===== config.mk =====
export PLATFORM = sky130hd
export DESIGN_NAME = jcbf_crc_stage
export DESIGN_NICKNAME = d
export VERILOG_FILES = /design/src/hw/rtl/jcbf_pkg.sv /design/src/hw/rtl/jcbf_crc_stage.sv
export SDC_FILE = /design/constraint.sdc
export NUM_CORES = 1
export LEC_CHECK = 0
export ABC_AREA = 1
export BUFFER_PORTS_ARGS = -buffer_cell sky130_fd_sc_hd__buf_2
export CAP_MARGIN = 10
export CORE_UTILIZATION = 41
export CTS_BUF_LIST = sky130_fd_sc_hd__clkbuf_16
export CTS_CLUSTER_SIZE = 16
export DETAILED_ROUTE_END_ITERATION = 8
export HOLD_SLACK_MARGIN = 0.06
export PLACE_DENSITY = 0.81
export RECOVER_POWER = 25
export SKIP_LAST_GASP = 1
export SLEW_MARGIN = 5
export SYNTH_ARGS = -nofsm -noshare
export SYNTH_HDL_FRONTEND = slang
export SYNTH_SLANG_ARGS = --single-unit

===== constraint.sdc =====
create_clock -name clk -period 7.1 [get_ports clk]
set_input_delay 1.42 -clock clk [delete_from_list [all_inputs] [get_ports clk]]
set_output_delay 1.42 -clock clk [all_outputs]
set_load 0.005 [all_outputs]

===== src/hw/rtl/jcbf_pkg.sv =====
`timescale 1ns / 1ps
// ============================================================================
// jcbf_pkg
// Shared types, constants and helper functions of the joint command framer.
// ============================================================================
package jcbf_pkg;

    // Frame geometry
    localparam int NUM_AXES    = 6;
    localparam int DATA_BYTES  = 13;
    localparam int FRAME_BYTES = 17;
    localparam int FRAME_CHARS = 25;
    localparam int STREAM_W    = 8 * (FRAME_BYTES + 1);

    // Step conversion
    localparam logic [15:0] STEP_OFFSET = 16'd32000;
    localparam logic [15:0] STEP_MAX    = 16'h7FFF;
    localparam logic [15:0] STEP_MIN    = 16'h8000;
    localparam logic [31:0] STEP_POS_LIMIT = 32'd32767;
    localparam logic [31:0] STEP_NEG_LIMIT = 32'd32768;

    // CRC-32, reflected
    localparam logic [31:0] CRC_POLY_REFL = 32'hEDB88320;
    localparam logic [31:0] CRC_INIT      = 32'hFFFFFFFF;
    localparam logic [31:0] CRC_XOR_OUT   = 32'hFFFFFFFF;

    // Characters
    localparam logic [7:0] CHAR_NEWLINE = 8'h0A;
    localparam logic [7:0] CHAR_PAD     = 8'h3D;
    localparam logic [4:0] CHAR_IDX_FIRST = 5'd0;
    localparam logic [4:0] CHAR_IDX_LAST  = 5'(FRAME_CHARS - 1);

    // Configuration registers
    localparam int CFG_ADDR_W = 3;
    localparam logic [0:0] REG_IDX_STEPS  = 1'b0;
    localparam logic [0:0] REG_IDX_THRESH = 1'b1;
    localparam logic [31:0] STEPS_RESET  = 32'd65536;
    localparam logic [31:0] THRESH_RESET = 32'd655;

    typedef logic [DATA_BYTES-1:0][7:0] data_bytes_t;

    // Beat moving through the CRC chain
    typedef struct packed {
        data_bytes_t data;
        logic [31:0] crc;
    } crc_beat_t;

    // One byte of reflected CRC-32, bit at a time
    function automatic logic [31:0] crc_byte(input logic [31:0] crc_in,
                                             input logic [7:0]  data_in);
        logic [31:0] c;
        c = crc_in ^ {24'h000000, data_in};
        for (int b = 0; b < 8; b++)
        begin
            c = c[0] ? ((c >> 1) ^ CRC_POLY_REFL) : (c >> 1);
        end
        return c;
    endfunction

    // RFC 4648 alphabet
    function automatic logic [7:0] b64_char(input logic [5:0] v);
        logic [7:0] w;
        w = {2'b00, v};
        if (v < 6'd26)
            return w + 8'd65;
        else if (v < 6'd52)
            return w + 8'd71;
        else if (v < 6'd62)
            return w - 8'd4;
        else if (v == 6'd62)
            return 8'h2B;
        else
            return 8'h2F;
    endfunction

endpackage


===== src/hw/rtl/jcbf_crc_stage.sv =====
`timescale 1ns / 1ps
// ============================================================================
// jcbf_crc_stage
// One CRC pipeline stage: folds the lowest data byte into the running CRC and
// rotates the byte array by one, so after all stages the order is restored.
// ============================================================================
module jcbf_crc_stage
(
    input  logic                  clk,
    input  logic                  rst_n,
    input  logic                  in_valid,
    output logic                  in_ready,
    input  jcbf_pkg::crc_beat_t   in_beat,
    output logic                  out_valid,
    input  logic                  out_ready,
    output jcbf_pkg::crc_beat_t   out_beat
);

    logic                valid_reg;
    jcbf_pkg::crc_beat_t beat_reg;
    jcbf_pkg::crc_beat_t beat_next;

    assign in_ready = !valid_reg || out_ready;

    // Byte update and rotate
    always_comb
    begin
        beat_next.crc  = jcbf_pkg::crc_byte(in_beat.crc, in_beat.data[0]);
        beat_next.data = {in_beat.data[0],
                          in_beat.data[jcbf_pkg::DATA_BYTES-1:1]};
    end

    always_ff @(posedge clk or negedge rst_n)
    begin
        if (!rst_n)
            valid_reg <= 1'b0;
        else if (in_ready)
            valid_reg <= in_valid;
    end

    always_ff @(posedge clk)
    begin
        if (in_ready && in_valid)
            beat_reg <= beat_next;
    end

    assign out_valid = valid_reg;
    assign out_beat  = beat_reg;

endmodule


==> results of run 1 <==
cell type report:
type                       count  area share [%]
clock inverter                14           1.669
sequential                   137           55.37
inverter                      36           1.821
timing repair buffer         279           18.70
clock buffer                  17           5.733
tap                          172           2.900
multi-input combinational    166           13.81
cells in the final DEF (no fill, tap or decap), types with 8 or more instances in the layout:
master / synthesis / final
clkbuf_16: 0 / 17
buf_2: 0 / 266
edfxtp_1: 136 / 136
nand2_2: 17 / 17
inv_1: 33 / 33
nand2_1: 81 / 81
nand2_4: 8 / 8
clkbuf_1: 0 / 11
xor2_1: 39 / 39
nand3_1: 12 / 12
kinds of logic after synthesis:
| family | after synthesis | synth area share, % |
|---|---|---|
| simple gates | 121 | 11.35 |
| flops | 137 | 78.15 |
| buf+inv | 36 | 2.570 |
| compound gates | 1 | 0.09510 |
| xor+xnor | 44 | 7.830 |
sequential cells by signal, summed over array words and instances, names as in the netlist:
| signal | flops |
|---|---|
| out_valid | 1 |
| out_beat | 136 |
layer usage:
layer | part of all wire [%] | vias to the layer above
met1 | 36 | 1751
met4 | 2.9 | 0
li1 | - | 1745
met2 | 52 | 182
met3 | 9.0 | 23
met5 | 0 | -
final timing paths:
path,endpoint,start,cells after the start,slack (ns)
setup / recovery,in_ready,out_ready,4,3.87
hold / removal,out_valid$_DFFE_PN0N_,out_valid$_DFFE_PN0N_,2,0.58
setup reg to reg,out_beat[99]$_DFFE_PP_,out_valid$_DFFE_PN0N_,3,4.62
hold reg to reg,out_valid$_DFFE_PN0N_,out_valid$_DFFE_PN0N_,2,0.58
max in group asynchronous,out_valid$_DFFE_PN0N_,rst_n,1,6.26
min in group asynchronous,out_valid$_DFFE_PN0N_,rst_n,1,0.75
critical path, stage by stage:
cell and delay, ns:
buf_2 0.09, inv_1 0.10, nand2_1 0.07, buf_2 0.13
where the power goes:
part,leakage [nW],switching [mW],total [mW],internal [mW]
clock network,0.265,0.343,0.823,0.480
logic,1.82,0.145,0.249,0.104
registers,1.31,0.0139,0.980,0.966
total,3.39,0.501,2.05,1.55
per-stage QoR:
step	setup slack [ns]	utilization (%)	power (mW)	instances
final	3.871	59.04	2.052	821
after CTS	3.867	59.15	2.074	821
after global routing	3.816	59.04	2.123	821
after floorplan	1.218	-	1.124	339
after global placement	3.588	54.78	1.238	790
after detailed placement	3.513	54.78	1.248	790
==> impl_metrics.json, run 1 <==
{
  "drive_gt1_share_pct": 50.85,
  "numCtsBuffers": 17,
  "rsz0062_at_grt": "no",
  "root_buffer": "clkbuf_16",
  "gr-usage-met2_pct": 35.38,
  "clk_latency_ns": 0.43,
  "synth_seq_cells": 137,
  "post_cts_buffers": 0,
  "post-synth-top-area-fraction_pct": 77.68,
  "hold_path.class": "reg -> reg",
  "placed_cell_area_um2": 6885,
  "fin_crit_ns": 3.229,
  "fmax_mhz": 309.7,
  "timing.final.crit_share_pct": 45.48,
  "die_h_um": 115.2,
  "drc": 0,
  "coreArea_um2": 12570,
  "p_leak_nw": 3.391,
  "powerDensity_nw_per_um2": 276.5,
  "post_cts_resized": 0,
  "syn_area_per_cell_um2": 15.51,
  "yosys-top-cells-area": "edfxtp_1 (78%), xor2_1 (6.5%), nand2_1 (5.8%)",
  "worstPathArrival_ns": 1.81,
  "crit_path_end_kind": "output port",
  "grt_max_degree": 90,
  "yosysMostFrequentCell": "edfxtp_1",
  "cts_tree": "built",
  "ys_warn_count": 0,
  "ys_top_cells_by_count": "edfxtp_1 (136), nand2_1 (81), xor2_1 (39)",
  "cts_buffer_depth": 2,
  "drt_iter0_markers": 224,
  "first_pass_iters": 4,
  "rows": 41,
  "ant_nets": 0,
  "io_buffers": 277,
  "worst-setup-path-type": "in -> out",
  "io_pins": 278,
  "wirelength_mm": 13.36,
  "drv_cap": 0,
  "clock-skew-final_ns": 0.01063,
  "ys_seq_area_share_pct": 78.15,
  "fillers": 995,
  "grt_pass1_wl_mm": 18.89,
  "hpwl_mm": 9.976,
  "stdcell_area_um2": 7421,
  "hold_viol": 0,
  "synth_edf_count": 136,
  "status": "complete, no violations",
  "routabilityCongestion": 0.7834,
  "nNetsFinal": 777,
  "async_flop_share_pct": 0.7299,
  "synth_top_area_cell": "edfxtp_1",
  "whs_ns": 0.5755,
  "met1_usage_pct": 20.39,
  "synth_nets": 479,
  "slew_headroom_pct": 29.08,
  "h-tree-depth": 4,
  "areaGrowthSynthToFinish_pct": 41.15,
  "crit_fanout": 2,
  "wl_per_cell_um": 16.27,
  "grt_pass1_vias": 3575,
  "antennaDiodeCount": 0,
  "use_met3_pct": 7.907,
  "clk_pin_slew_ns": 0.06,
  "cts_hold_buf": 0,
  "ys.flop_type": "edfxtp_1",
  "die_area_um2": 13280,
  "num_vias": 3701,
  "die_w_um": 115.2,
  "grt-ovfl-total": 0,
  "grt_use_total_pct": 20.00,
  "maxSlewViolCount": 0,
  "setup_violations": 0,
  "synth_area_um2": 5258,
  "worst_pin_slew_ns": 1.064,
  "busiest_layer": "met2",
  "cts_sinks": 137,
  "multiInputGateArea_um2": 1025,
  "via_per_inst": 4.508,
  "yosys.cell_types.count": 16,
  "tns_ns": 0,
  "antenna_found_initial": 0,
  "initial_core_util_pct": 41.83,
  "worstSetupStartpointType": "input port",
  "irDropWorstVdd_v": 0.0001567,
  "synthCells": 339,
  "required_ns": 5.68,
  "seqCellArea_um2": 4109
}
(Power assumes the default switching activity.)
==> run 2: changes to the inputs <==
--- a/config.mk
+++ b/config.mk
@@ -5,15 +5,15 @@
 export SDC_FILE = /design/constraint.sdc
 export NUM_CORES = 1
 export LEC_CHECK = 0
-export ABC_AREA = 1
+export ABC_AREA = 0
 export BUFFER_PORTS_ARGS = -buffer_cell sky130_fd_sc_hd__buf_2
 export CAP_MARGIN = 10
-export CORE_UTILIZATION = 41
+export CORE_UTILIZATION = 40
 export CTS_BUF_LIST = sky130_fd_sc_hd__clkbuf_16
 export CTS_CLUSTER_SIZE = 16
 export DETAILED_ROUTE_END_ITERATION = 8
 export HOLD_SLACK_MARGIN = 0.06
-export PLACE_DENSITY = 0.81
+export PLACE_DENSITY = 0.8
 export RECOVER_POWER = 25
 export SKIP_LAST_GASP = 1
 export SLEW_MARGIN = 5
==> constraint.sdc (replaced) <==
create_clock -name clk -period 2.64 [get_ports clk]
set_input_delay 0.528 -clock clk [delete_from_list [all_inputs] [get_ports clk]]
set_output_delay 0.528 -clock clk [all_outputs]
set_load 0.005 [all_outputs]
==> impl_metrics.json, run 2 <==
{
  "status": "complete, no violations",
  "nNetsFinal": 647,
  "io_buffers": 277,
  "worst-setup-path-type": "in -> reg",
  "drt_iter0_markers": 215,
  "clk_latency_ns": 0.41,
  "worst_pin_slew_ns": 0.5965,
  "root_buffer": "clkbuf_16",
  "ant_nets": 0,
  "grt_max_degree": 71,
  "post_cts_buffers": 0,
  "coreArea_um2": 12260,
  "wl_per_cell_um": 16.26,
  "ys.flop_type": "edfxtp_1",
  "tns_ns": 0,
  "grt_pass1_wl_mm": 16.10,
  "synth_area_um2": 5125,
  "synth_top_area_cell": "edfxtp_1",
  "die_w_um": 115.2,
  "routabilityCongestion": 0.7046,
  "wirelength_mm": 11.17,
  "areaGrowthSynthToFinish_pct": 42.21,
  "first_pass_iters": 4,
  "worstSetupStartpointType": "input port",
  "syn_area_per_cell_um2": 24.76,
  "fillers": 937,
  "cts_buffer_depth": 2,
  "setup_ws_ns": 0.8203,
  "rsz0062_at_grt": "no",
  "ys_seq_area_share_pct": 80.18,
  "initial_core_util_pct": 41.80,
  "dp.cells": 655,
  "synth_nets": 347,
  "yosys.cell_types.count": 15,
  "hold_viol": 0,
  "ys_warn_count": 0,
  "post-synth-top-area-fraction_pct": 79.69,
  "cts_sinks": 137,
  "met1_usage_pct": 18.25,
  "whs_ns": 0.2916,
  "drive_gt1_share_pct": 59.92,
  "setup_violations": 0,
  "antenna_found_initial": 0,
  "largest_reg_flops": 136,
  "drc": 0,
  "path_buf_inv": 1,
  "grt_use_total_pct": 17.15,
  "synth_edf_count": 136,
  "cts_tree": "built",
  "slew_headroom_pct": 60.04,
  "rows": 40,
  "yosys-top-cells-area": "edfxtp_1 (80%), xnor2_1 (5.1%), xnor3_1 (3.1%)",
  "num_vias": 3015,
  "grt-ovfl-total": 0,
  "post-route-util_pct": 59.44,
  "die_area_um2": 13270,
  "fin_crit_ns": 1.820,
  "maxSlewViolCount": 0,
  "die_h_um": 115.2,
  "timing.final.crit_share_pct": 68.93,
  "critPathTopFamily": "XOR/XNOR gates",
  "synthCells": 207,
  "hpwl_mm": 8.441,
  "fmax_mhz": 549.5,
  "dp_slack_ns": 0.4077,
  "p_leak_nw": 3.118,
  "hold_path.class": "in -> reg",
  "crit_fanout": 5,
  "ys_top_cells_by_count": "edfxtp_1 (136), xnor2_1 (30), xor2_1 (9)",
  "busiest_layer": "met2",
  "antennaDiodeCount": 0,
  "io_pins": 278,
  "h-tree-depth": 4,
  "clk_pin_slew_ns": 0.06,
  "drv_cap": 0,
  "cp_slowest_cell": "xnor2_2",
  "required_ns": 2.78,
  "grt_pass1_vias": 3079,
  "worstPathArrival_ns": 1.96,
  "synth_seq_cells": 137,
  "fin_cells": 687,
  "most-common-layout-cells": "buf_2 (267), edfxtp_1 (136), xnor2_1 (30)",
  "gr-usage-met2_pct": 30.28,
  "via_per_inst": 4.389,
  "clock-skew-final_ns": 0.007443,
  "yosysMostFrequentCell": "edfxtp_1",
  "numCtsBuffers": 17,
  "use_met3_pct": 7.433,
  "powerDensity_nw_per_um2": 774.9,
  "worstPathCellList": "clkbuf_1 -> xnor2_2 -> xor3_1 -> xor3_4",
  "critical-path-max-stage-delay_ns": 0.52,
  "async_flop_share_pct": 0.7299,
  "final_common_cell": "buf_2",
  "crit_path_end_kind": "flop",
  "irDropWorstVdd_v": 0.0004669
}
run 2: layer usage:
layer	up-vias	wire, um
met5	-	0
met4	0	200
li1	1390	-
met2	160	5923
met1	1451	4121
met3	14	928
run 2: what timing repair did:
action | in CTS | in global routing
hold buffers | 1 | 0
gates resized for setup | 0 | 0
endpoints found under the hold margin | 1 | 0
run 2: final timing paths:
| kind | from | end | slack, ns | depth (start not counted) |
|---|---|---|---|---|
| min in group asynchronous | rst_n | out_valid$_DFFE_PN0N_ | 0.44 | 2 |
| worst min register to register | out_valid$_DFFE_PN0N_ | out_valid$_DFFE_PN0N_ | 0.54 | 2 |
| worst max-delay path | in_beat[38] | out_beat[23]$_DFFE_PP_ | 0.82 | 4 |
| worst max register to register | out_valid$_DFFE_PN0N_ | out_beat[11]$_DFFE_PP_ | 1.25 | 3 |
| worst min-delay path | in_beat[64] | out_beat[56]$_DFFE_PP_ | 0.29 | 1 |
| max in group asynchronous | rst_n | out_valid$_DFFE_PN0N_ | 2.11 | 2 |
run 2: final cells by class:
| cell class | count | area (um2) | share of cell area, % |
|---|---|---|---|
| Tap cell | 168 | 210.2 | 2.884 |
| Timing Repair Buffer | 281 | 1431 | 19.64 |
| Clock inverter | 14 | 93.84 | 1.288 |
| Sequential cell | 137 | 4109 | 56.38 |
| Clock buffer | 17 | 425.4 | 5.837 |
| Multi-Input combinational cell | 70 | 1018 | 13.97 |
run 2: stage by stage:
stage	power (mW)	area (um2)
finish	5.647	7288
global route	5.865	7288
CTS	5.721	7301
detailed placement	3.638	6771
global placement	3.611	6771
floorplan	3.243	5127
run 2: report_power, final:
| part | total [mW] | internal [mW] | switching [mW] |
|---|---|---|---|
| clock | 2.07 | 1.26 | 0.812 |
| combinational | 0.873 | 0.496 | 0.377 |
| sequential | 2.71 | 2.66 | 0.0496 |
| total | 5.65 | 4.41 | 1.24 |
run 2: cells by family (layout without fill, tap and decap cells):
logic type	Yosys count	count (layout)	share of synthesized area, %
DFF	137	137	80.18
xor gates and xnor gates	67	67	19.46
and+or+nand+nor	3	3	0.3662
buffers and inverters	0	312	0
run 2: worst reg2reg max path: stages (launching register included):
cell and delay (ns):
dfrtp_1 0.38, nand2b_1 0.11, and2_4 0.19, buf_12 0.31
