===== config.mk =====
export PLATFORM = sky130hd
export DESIGN_NAME = jcbf_serializer
export DESIGN_NICKNAME = d
export VERILOG_FILES = /design/src/hw/rtl/jcbf_pkg.sv /design/src/hw/rtl/jcbf_serializer.sv
export SDC_FILE = /design/constraint.sdc
export NUM_CORES = 1
export LEC_CHECK = 0
export BUFFER_PORTS_ARGS = -buffer_cell sky130_fd_sc_hd__buf_2
export CAP_MARGIN = 20
export CELL_PAD_IN_SITES_DETAIL_PLACEMENT = 1
export CELL_PAD_IN_SITES_GLOBAL_PLACEMENT = 2
export CORE_MARGIN = 3
export CORE_UTILIZATION = 39
export CTS_BUF_LIST = sky130_fd_sc_hd__clkbuf_16
export DETAILED_ROUTE_END_ITERATION = 8
export GPL_TIMING_DRIVEN = 1
export PLACE_DENSITY = 0.9
export REMOVE_ABC_BUFFERS = 1
export SKIP_CTS_REPAIR_TIMING = 1
export SLEW_MARGIN = 20
export SYNTH_ARGS = -nofsm -noshare
export SYNTH_HDL_FRONTEND = slang
export SYNTH_SLANG_ARGS = --single-unit

===== constraint.sdc =====
create_clock -name clk -period 12.33 [get_ports clk]
set_input_delay 0.6165 -clock clk [delete_from_list [all_inputs] [get_ports clk]]
set_output_delay 0.6165 -clock clk [all_outputs]
set_load 0.02 [all_outputs]

===== src/hw/rtl/jcbf_pkg.sv =====
`timescale 1ns / 1ps
// ============================================================================
// jcbf_pkg
// Shared types, constants and helper functions of the joint command framer.
// ============================================================================
package jcbf_pkg;

    // Frame geometry
    localparam int NUM_AXES    = 6;
    localparam int DATA_BYTES  = 13;
    localparam int FRAME_BYTES = 17;
    localparam int FRAME_CHARS = 25;
    localparam int STREAM_W    = 8 * (FRAME_BYTES + 1);

    // Step conversion
    localparam logic [15:0] STEP_OFFSET = 16'd32000;
    localparam logic [15:0] STEP_MAX    = 16'h7FFF;
    localparam logic [15:0] STEP_MIN    = 16'h8000;
    localparam logic [31:0] STEP_POS_LIMIT = 32'd32767;
    localparam logic [31:0] STEP_NEG_LIMIT = 32'd32768;

    // CRC-32, reflected
    localparam logic [31:0] CRC_POLY_REFL = 32'hEDB88320;
    localparam logic [31:0] CRC_INIT      = 32'hFFFFFFFF;
    localparam logic [31:0] CRC_XOR_OUT   = 32'hFFFFFFFF;

    // Characters
    localparam logic [7:0] CHAR_NEWLINE = 8'h0A;
    localparam logic [7:0] CHAR_PAD     = 8'h3D;
    localparam logic [4:0] CHAR_IDX_FIRST = 5'd0;
    localparam logic [4:0] CHAR_IDX_LAST  = 5'(FRAME_CHARS - 1);

    // Configuration registers
    localparam int CFG_ADDR_W = 3;
    localparam logic [0:0] REG_IDX_STEPS  = 1'b0;
    localparam logic [0:0] REG_IDX_THRESH = 1'b1;
    localparam logic [31:0] STEPS_RESET  = 32'd65536;
    localparam logic [31:0] THRESH_RESET = 32'd655;

    typedef logic [DATA_BYTES-1:0][7:0] data_bytes_t;

    // Beat moving through the CRC chain
    typedef struct packed {
        data_bytes_t data;
        logic [31:0] crc;
    } crc_beat_t;

    // One byte of reflected CRC-32, bit at a time
    function automatic logic [31:0] crc_byte(input logic [31:0] crc_in,
                                             input logic [7:0]  data_in);
        logic [31:0] c;
        c = crc_in ^ {24'h000000, data_in};
        for (int b = 0; b < 8; b++)
        begin
            c = c[0] ? ((c >> 1) ^ CRC_POLY_REFL) : (c >> 1);
        end
        return c;
    endfunction

    // RFC 4648 alphabet
    function automatic logic [7:0] b64_char(input logic [5:0] v);
        logic [7:0] w;
        w = {2'b00, v};
        if (v < 6'd26)
            return w + 8'd65;
        else if (v < 6'd52)
            return w + 8'd71;
        else if (v < 6'd62)
            return w - 8'd4;
        else if (v == 6'd62)
            return 8'h2B;
        else
            return 8'h2F;
    endfunction

endpackage


===== src/hw/rtl/jcbf_serializer.sv =====
`timescale 1ns / 1ps
// ============================================================================
// jcbf_serializer
// Frame register and character sequencer: newline, 23 base64 characters
// taken six bits at a time from a shift register, then the pad character.
// ============================================================================
module jcbf_serializer
(
    input  logic                  clk,
    input  logic                  rst_n,
    input  logic                  in_valid,
    output logic                  in_ready,
    input  jcbf_pkg::crc_beat_t   in_beat,
    output logic                  out_valid,
    input  logic                  out_ready,
    output logic [7:0]            frame_char,
    output logic                  frame_last
);

    localparam int SW = jcbf_pkg::STREAM_W;

    logic          busy_reg;
    logic [4:0]    idx_reg;
    logic [SW-1:0] stream_reg;
    logic [SW-1:0] stream_next;
    logic [31:0]   crc_final;
    logic          out_fire;
    logic          load;

    // Bytes in send order, CRC low byte first, one zero pad byte
    always_comb
    begin
        crc_final   = in_beat.crc ^ jcbf_pkg::CRC_XOR_OUT;
        stream_next = '0;
        for (int i = 0; i < jcbf_pkg::DATA_BYTES; i++)
        begin
            stream_next[SW-1-8*i -: 8] = in_beat.data[i];
        end
        for (int k = 0; k < 4; k++)
        begin
            stream_next[SW-1-8*(jcbf_pkg::DATA_BYTES+k) -: 8] = crc_final[8*k +: 8];
        end
    end

    assign frame_last = (idx_reg == jcbf_pkg::CHAR_IDX_LAST);
    assign out_fire   = busy_reg && out_ready;
    assign in_ready   = !busy_reg || (out_ready && frame_last);
    assign load       = in_ready && in_valid;

    // Character select
    always_comb
    begin
        if (idx_reg == jcbf_pkg::CHAR_IDX_FIRST)
            frame_char = jcbf_pkg::CHAR_NEWLINE;
        else if (frame_last)
            frame_char = jcbf_pkg::CHAR_PAD;
        else
            frame_char = jcbf_pkg::b64_char(stream_reg[SW-1 -: 6]);
    end

    // Sequencer
    always_ff @(posedge clk or negedge rst_n)
    begin
        if (!rst_n)
        begin
            busy_reg <= 1'b0;
            idx_reg  <= jcbf_pkg::CHAR_IDX_FIRST;
        end
        else if (in_ready)
        begin
            busy_reg <= in_valid;
            idx_reg  <= jcbf_pkg::CHAR_IDX_FIRST;
        end
        else if (out_fire)
        begin
            idx_reg <= idx_reg + 5'd1;
        end
    end

    // Shift one sextet out after each base64 character
    always_ff @(posedge clk)
    begin
        if (load)
            stream_reg <= stream_next;
        else if (out_fire && idx_reg != jcbf_pkg::CHAR_IDX_FIRST)
            stream_reg <= stream_reg << 6;
    end

    assign out_valid = busy_reg;

    // A frame, once started, is not dropped before its last character
    a_no_drop: assert property (@(posedge clk) disable iff (!rst_n)
        (out_valid && !frame_last) |=> out_valid)
        else $error("frame ended before last character");

    // A newly loaded frame opens with the newline
    a_first_newline: assert property (@(posedge clk) disable iff (!rst_n)
        load |=> (frame_char == jcbf_pkg::CHAR_NEWLINE))
        else $error("frame does not start with newline");

    // No new frame is taken while one is still being sent
    a_no_overlap: assert property (@(posedge clk) disable iff (!rst_n)
        (out_valid && !(out_ready && frame_last)) |-> !in_ready)
        else $error("frame loaded over one in flight");

    // Index advances by one per accepted non-final character
    a_index_step: assert property (@(posedge clk) disable iff (!rst_n)
        (out_valid && out_ready && !frame_last) |=> (idx_reg == $past(idx_reg) + 5'd1))
        else $error("character index skipped");

endmodule


==> reports/qor.txt, run 1 <==
Outcome: completed
Clock buffer count from CTS: 17
Slowest stage delay, CP: 0.65 ns
Die ar.: 19500 sq um
CP endpoint kind: flip-flop
Crit-path slowest cell: buf_4
Most frequent cells in the layout: buf_2 (150), edfxtp_1 (136), mux2_4 (97)
Layout cells sized above 1: 0.503
H-tree lvl count: 4
FF-to-FF End: stream_reg[132]
Area growth from synthesis to layout: 22.3%
Via count: 4008
Vias in the first global route: 4385
Number of nets still failing antenna checks after routing: 0
Asr flop ratio synth: 0.0423
Slew headroom: 0.312
RSZ-0062 raised after global routing: false
Largest register FFs: 136
Final #Nets: 723
Io pins: 151
Fin crit period: 3.52 ns
Post-route clock period utilization: 0.285
Overall power: 1.78 mW
Worst reg-to-reg path cell count: 8
Finished Core Util: 0.490
Chip height: 139 um
Hold Fails Final Rpt: 0
Flop2flop setup slack: 8.81 ns
PD cells: 209 nW/um^2
CP Data Arrival Time: 3.56 ns
Sequential fraction of the synthesis area: 0.609
WL/cell: 17.5 um
Max Fclk: 284 MHz
R2r startpoint: idx_reg[0]
Synthesized flop and latch total: 142
Hold Path Stages: 2
Grt total ovfl: 0
Max VDD drop: 0.101 mV
Commonest non-fill, non-tap cell in the layout: buf_2
Pleak: 3.95 nW
CP Launch Type: flip-flop
Die width: 139 um
Worst-margin pin slew: 1.02 ns
Fillcell total: 1730
Setup TNS: 0 ns
Vias per cell: 4.92
DRT iter0 DRCs: 193
CTS tree: built
Initial Utilization: 0.400
Initial antenna violation count: 4
Required time of the critical path: 12.37 ns
Syn avg cell area: 16.5 sq um
Max-slew violations: 0
Post-Syn Area: 6950 sq um
WHS Endpoint: out_valid
Setup-failing EPs final: 0
CP max FO: 89
Worst path top cell family by delay: buffers and inverters
Final Skew: 0.00799 ns
# DRC: 0
Hold WC Path Type: input port to flip-flop
Hpwl dp: 10100 um
Main synth FF type: edfxtp_1
Final hold slack: 0.451 ns
Placer Congestion: 0.827
First-pass GRT wire length: 23100 um
Clk sink count: 142
Worst skew pair latency: 0.41 ns
Bufs and invs on worst path: 3
CTS Buffer Depth: 2
Number of cell rows: 48
Core area: 17400 sq um
Post-synth EDFFs: 136
Largest net degree at the start of global routing: 90
Cell Chain, Critical Path: inv_1, ha_1, nand2b_4, o31ai_4, nand2_4, o21ai_4, buf_6, buf_4
# Max-Cap Violations: 0
Pre-antenna DRT Iters: 4
Total wire length: 14200 um
Synth Warn #: 0
PortBufs: 150
Cell variety after synth: 45
Hold Startpoint: in_valid
Root Buffer: clkbuf_16
N_diodes: 0
Gr usage total: 0.150
CTS clk-pin slew, worst paths: 0.06 ns
CP Class: flip-flop to flip-flop
Synth Instances: 420
-- cell usage after synthesis (all sizes together) (6+ instances only) --
cell type  count  share of area
a21oi          8         0.0058
a31oi          6         0.0054
buf           16          0.021
dfrtp          6          0.022
edfxtp       136           0.59
ha             7          0.013
inv           35          0.019
mux2         104           0.22
mux2i         27          0.039
nand2          9         0.0052
nor2          11         0.0059
-- worst max-delay path by stage --
stage	cells after the start	startpoint	slack [ns]	end
after floorplan	6	idx_reg[0]	-9.36	stream_reg[100]
final	8	idx_reg[0]	8.81	stream_reg[132]
after CTS	8	idx_reg[0]	8.47	stream_reg[50]
after global placement	7	out_ready	8.60	stream_reg[32]
after detailed placement	7	out_ready	8.49	stream_reg[26]
after global routing	8	idx_reg[0]	8.52	stream_reg[50]
-- where the power goes --
part,internal [mW],switching [mW],leakage [nW]
logic,0.245,0.218,2.27
clock network,0.321,0.206,0.286
registers,0.724,0.0622,1.40
total,1.29,0.487,3.95
-- metal layers --
| layer | vias to the layer above | share of wire | global-route usage |
|---|---|---|---|
| met4 | 8 | 0.012 | 0.0433 |
| met1 | 1963 | 0.41 | 0.180 |
| met2 | 129 | 0.49 | 0.247 |
| met5 | - | 0.0039 | 0 |
| li1 | 1882 | - | - |
| met3 | 26 | 0.085 | 0.0667 |
-- per-stage QoR --
stage                     area, sq um  worst slack, ns  std cells
final                            8500             8.81        814
after floorplan                  6790            -9.36        402
after CTS                        8490             8.47        813
after global routing             8500             8.52        814
after global placement           7870             8.60        781
after detailed placement         7870             8.49        781
-- logic make-up after synthesis --
family / count (synthesis) / synth area share
adder cells (fa/ha/maj): 7 / 0.0126
AND/OR/NAND/NOR: 51 / 0.0403
multiplexers: 131 / 0.260
AO/OA/AOI/OAI: 32 / 0.0313
buffers and inverters: 53 / 0.0414
XOR/XNOR: 4 / 0.00504
flip-flops: 142 / 0.609
-- area by class of cell --
cell class / count / area (sq um) / area share
flip-flops and latches: 142 / 4230 / 0.498
repair buffers: 155 / 795 / 0.0935
inverters: 35 / 131 / 0.0155
multi-input cells: 225 / 2440 / 0.288
well taps: 225 / 282 / 0.0331
clock buffers: 17 / 425 / 0.0501
clock inverters: 15 / 188 / 0.0221
-- worst reg2reg max path: stages (launching register included) --
cell	delay, ns
dfrtp_1	0.42
inv_1	0.11
ha_1	0.26
nand2b_4	0.09
o31ai_4	0.31
nand2_4	0.45
o21ai_4	0.19
buf_6	0.63
buf_4	0.68
No activity file was read; power rests on OpenSTA's default activity.
==> run 2: changes to the inputs <==
- CORE_UTILIZATION: 39 -> 35
- PLACE_DENSITY: 0.9 -> 0.85
- clock period: 12.33 -> 2.94 ns (I/O delays scaled with it)
==> run 2 against run 1 <==
Against the previous run:
- via count rose by 1.5%
- count of clock-buffer cells in the layout unchanged
- worst hold slack worse by 0.42 ns
- final cell count increased by 5.9%
- critical endpoint is now frame_char[5]
- largest cell class unchanged
==> reports/qor.txt, run 2 (synthesis gave the netlist of run 1 again) <==
Commonest non-fill, non-tap cell in the layout: buf_2
Critical path capture point: frame_char[5]
Worst reg-to-reg path cell count: 7
PD cells: 855 nW/um^2
Worst skew pair latency: 0.41 ns
RSZ-0062 raised after global routing: false
Max VDD drop: 0.379 mV
Placer Congestion: 0.836
Vias in the first global route: 4447
Most frequent cells in the layout: buf_2 (150), edfxtp_1 (136), mux2_4 (97)
Finished Layout Cells: 862
Chip height: 147 um
Worst-margin pin slew: 0.781 ns
Final #Nets: 735
Via count: 4067
First-pass GRT wire length: 23200 um
CP Data Arrival Time: 2.61 ns
Initial antenna violation count: 6
Total wire length: 14800 um
Required time of the critical path: 2.79 ns
Root Buffer: clkbuf_16
Setup-failing EPs final: 0
Hold Fails Final Rpt: 0
Vias per cell: 4.72
Gr usage total: 0.137
Hold Startpoint: in_beat[20]
Max-slew violations: 0
DRT iter0 DRCs: 184
Layout cells sized above 1: 0.494
Die width: 147 um
Fin crit period: 2.76 ns
Number of cell rows: 50
Number of nets still failing antenna checks after routing: 0
Finished Core Util: 0.454
Clk sink count: 142
Die ar.: 21600 sq um
Largest register FFs: 136
Pre-antenna DRT Iters: 4
# Max-Cap Violations: 0
Largest net degree at the start of global routing: 91
# DRC: 0
Core area: 19100 sq um
Fillcell total: 1956
PortBufs: 150
CTS clk-pin slew, worst paths: 0.07 ns
Final Skew: 0.00722 ns
Area of the multi-input gates: 2440 sq um
CP endpoint kind: output port
Grt total ovfl: 0
H-tree lvl count: 4
CP max FO: 8
Placed Cells incl. Taps: 817
CTS Buffer Depth: 2
Initial Utilization: 0.364
Slew headroom: 0.479
CP Class: flip-flop to output port
Post-route clock period utilization: 0.938
Outcome: completed
Area growth from synthesis to layout: 24.5%
Flop2flop setup slack: 0.54 ns
Hold WC Path Type: input port to flip-flop
Max Fclk: 363 MHz
Storage element area: 4230 sq um
R2r startpoint: idx_reg[0]
CTS tree: built
Critical Path Source: stream_reg[141]
Pleak: 4.00 nW
FF-to-FF End: stream_reg[41]
Clock buffer count from CTS: 17
WL/cell: 17.1 um
Io pins: 151
CP Launch Type: flip-flop
Hpwl dp: 10000 um
run 2: worst min-delay path by stage:
| stage | to | slack (ns) | cells past startpoint |
|---|---|---|---|
| final | stream_reg[20] | 0.03 | 2 |
| after floorplan | idx_reg[0] | -0.15 | 0 |
| after global routing | stream_reg[19] | 0.0001 | 2 |
| after detailed placement | idx_reg[2] | -0.01 | 1 |
| after global placement | idx_reg[2] | -0.02 | 1 |
| after CTS | idx_reg[2] | -0.47 | 1 |
run 2: where the power goes:
group          leakage, nW  internal (mW)  switching [mW]
logic                 2.33           1.05           0.939
clock network        0.279           1.19           0.911
registers             1.40           3.03           0.273
total                 4.00           5.28            2.12
run 2: worst max-delay path, stage by stage, from the launching register on:
cell and delay, ns:
edfxtp_1 0.55, ha_1 0.36, a21o_1 0.19, a21o_1 0.27, a31oi_1 0.09, o41ai_1 0.48
buf_2 0.25
run 2: per-layer routing:
metal | up-vias | track usage | part of all wire | wire length (um)
li1 | 1912 | - | - | -
met1 | 1988 | 0.167 | 0.43 | 6390
met2 | 136 | 0.220 | 0.47 | 7000
met3 | 21 | 0.0611 | 0.079 | 1170
met4 | 10 | 0.0405 | 0.010 | 150
met5 | - | 0 | 0.0038 | 56
run 2: through the flow:
stage | cell area, sq um | hold WS (ns) | setup TNS [ns] | total power, mW | worst slack, ns
6_report | 8650 | 0.0259 | 0 | 7.40 | 0.182
5_1_grt | 8650 | 0.000107 | 0 | 7.81 | 0.0618
4_1_cts | 8530 | -0.471 | 0 | 7.49 | 0.198
3_5_place_dp | 7950 | -0.0137 | 0 | 5.33 | 0.563
3_3_place_gp | 7950 | -0.0179 | 0 | 5.20 | 0.639
2_1_floorplan | 6790 | -0.149 | -2976.50 | 5.04 | -18.75
run 2: final cells by class:
| class | count | share of cell area |
|---|---|---|
| Sequential cell | 142 | 0.489 |
| Multi-Input combinational cell | 225 | 0.283 |
| Timing Repair Buffer | 167 | 0.108 |
| Clock buffer | 17 | 0.0492 |
| Tap cell | 260 | 0.0376 |
| Clock inverter | 15 | 0.0181 |
| Inverter | 35 | 0.0152 |
| Antenna cell | 1 | 0.000289 |
==> run 3: changes to the inputs <==
- CORE_ASPECT_RATIO: unset -> 0.7
- CTS_BUF_LIST: sky130_fd_sc_hd__clkbuf_16 -> unset
- MAX_ROUTING_LAYER: unset -> met4
==> run 3 against run 2 <==
Against the previous run:
- die area up 0.12%
- combinational power about the same
- sequential share of layout area down 1.1 points
- final cell count up 3.0%
- fmax up 5.7%
- sequential cell count unchanged
- clock skew up 0.0019 ns
- cell area up 2.2%
- non-clock buffer count up 16
==> reports/qor.txt, run 3 (synthesis gave the netlist of run 1 again) <==
Initial antenna violation count: 4
Commonest non-fill, non-tap cell in the layout: buf_2
Slew headroom: 0.397
Core area: 19200 sq um
Vias per cell: 4.64
Vias in the first global route: 4447
PortBufs: 150
Final Skew: 0.00911 ns
Pre-CTS setup slack: 0.451 ns
Int Pwr: 5.30 mW
Clk pwr share: 0.288
Fin crit period: 2.61 ns
Clk sink count: 142
Clock buffer count from CTS: 17
Fillcell total: 1917
Largest register FFs: 136
CP Launch Type: flip-flop
First-pass GRT wire length: 22800 um
DRT iter0 DRCs: 301
Io pins: 151
CTS clk-pin slew, worst paths: 0.07 ns
# DRC: 0
Final hold slack: 0.0217 ns
Overall power: 7.44 mW
Largest net degree at the start of global routing: 137
Number of cell rows: 42
Number of nets still failing antenna checks after routing: 0
Placed Cells incl. Taps: 820
Layout cells sized above 1: 0.480
RSZ-0062 raised after global routing: false
Die ar.: 21600 sq um
Sequential Power Share: 0.443
Worst-margin pin slew: 0.905 ns
# Max-Cap Violations: 0
H-tree lvl count: 4
Max VDD drop: 0.349 mV
Flop2flop setup slack: 0.38 ns
GRT busiest layer: met2
CP Data Arrival Time: 2.46 ns
Initial Utilization: 0.362
Worst Setup Slack, final: 0.330 ns
Chip height: 124 um
Finished Core Util: 0.461
Max Fclk: 383 MHz
Most frequent cells in the layout: buf_2 (150), edfxtp_1 (136), mux2_4 (97)
Required time of the critical path: 2.79 ns
Placer Congestion: 0.867
Via count: 4121
Die width: 174 um
Grt total ovfl: 0
Net Sw Frac: 0.288
Logic gate share of total power: 0.268
Outcome: completed
NetSw: 2.14 mW
Post-route clock period utilization: 0.888
Worst skew pair latency: 0.42 ns
Hpwl dp: 9690 um
CP max FO: 6
Finished Layout Cells: 888
CTS Buffer Depth: 2
Global Route met2 Usage: 0.213
Total wire length: 14700 um
Gr usage total: 0.142
Pleak: 4.08 nW
Final #Nets: 751
Root Buffer: clkbuf_16
CTS tree: built
Hold WC Path Type: input port to flip-flop
CP endpoint kind: output port
PD cells: 841 nW/um^2
WL/cell: 16.6 um
GR Util met1: 0.171
Setup-failing EPs final: 0
Pre-antenna DRT Iters: 4
Area growth from synthesis to layout: 27.3%
CP Class: flip-flop to output port
Hold Fails Final Rpt: 0
Grt met3 use: 0.0631
Max-slew violations: 0
[run 3: changes by cell type in the layout (fill, tap and decap cells not counted), moves of 2 or more]
| cell | previous run | this run |
|---|---|---|
| clkinv_4 | 3 | 1 |
| buf_4 | 3 | 1 |
| diode_2 | 1 | 7 |
| dlygate4sd3_1 | 12 | 29 |
| inv_8 | 2 | 4 |
[run 3: area by class of cell]
class | instances | area [sq um] | area share
inverter | 35 | 131 | 0.0149
clock inverter | 14 | 148 | 0.0167
tap | 264 | 330 | 0.0374
clock buffer | 18 | 429 | 0.0485
multi-input combinational | 225 | 2440 | 0.276
timing repair buffer | 183 | 1110 | 0.125
antenna | 7 | 17.5 | 0.00198
sequential | 142 | 4230 | 0.479
[run 3: critical path, stage by stage (launching register included)]
cell	delay [ns]
edfxtp_1	0.51
inv_1	0.15
ha_1	0.20
a21o_1	0.22
a21o_1	0.26
a31oi_1	0.07
o41ai_1	0.41
buf_2	0.24
[run 3: path summary, 6_finish.rpt]
path	startpoint	end	cells after the start
worst min-delay path	in_beat[7]	stream_reg[39]	2
worst min register to register	stream_reg[130]	stream_reg[136]	1
min in group asynchronous	rst_n	out_valid	2
worst max-delay path	stream_reg[140]	frame_char[5]	7
worst max register to register	idx_reg[0]	stream_reg[138]	7
max in group asynchronous	rst_n	idx_reg[0]	2
[run 3: through the flow]
step,instance area (sq um),TNS (ns)
3_3_place_gp,7960,0
3_5_place_dp,7960,0
6_report,8840,0
4_1_cts,8540,0
2_1_floorplan,6790,-2976.50
5_1_grt,8840,0
[run 3: power groups by stage]
stage / Sequential (mW) / Clock [mW] / Combinational [mW]
after floorplan: 3.41 / 0 / 1.63
after global placement: 3.29 / 0 / 1.89
after detailed placement: 3.34 / 0 / 1.96
after CTS: 3.30 / 2.21 / 1.99
after global routing: 3.36 / 2.30 / 2.19
final: 3.30 / 2.14 / 2.00
[run 3: layer usage]
layer,up-vias,wire length (um)
met1,2030,6590
li1,1955,-
met4,0,144
met5,-,0
met3,13,1170
met2,123,6810
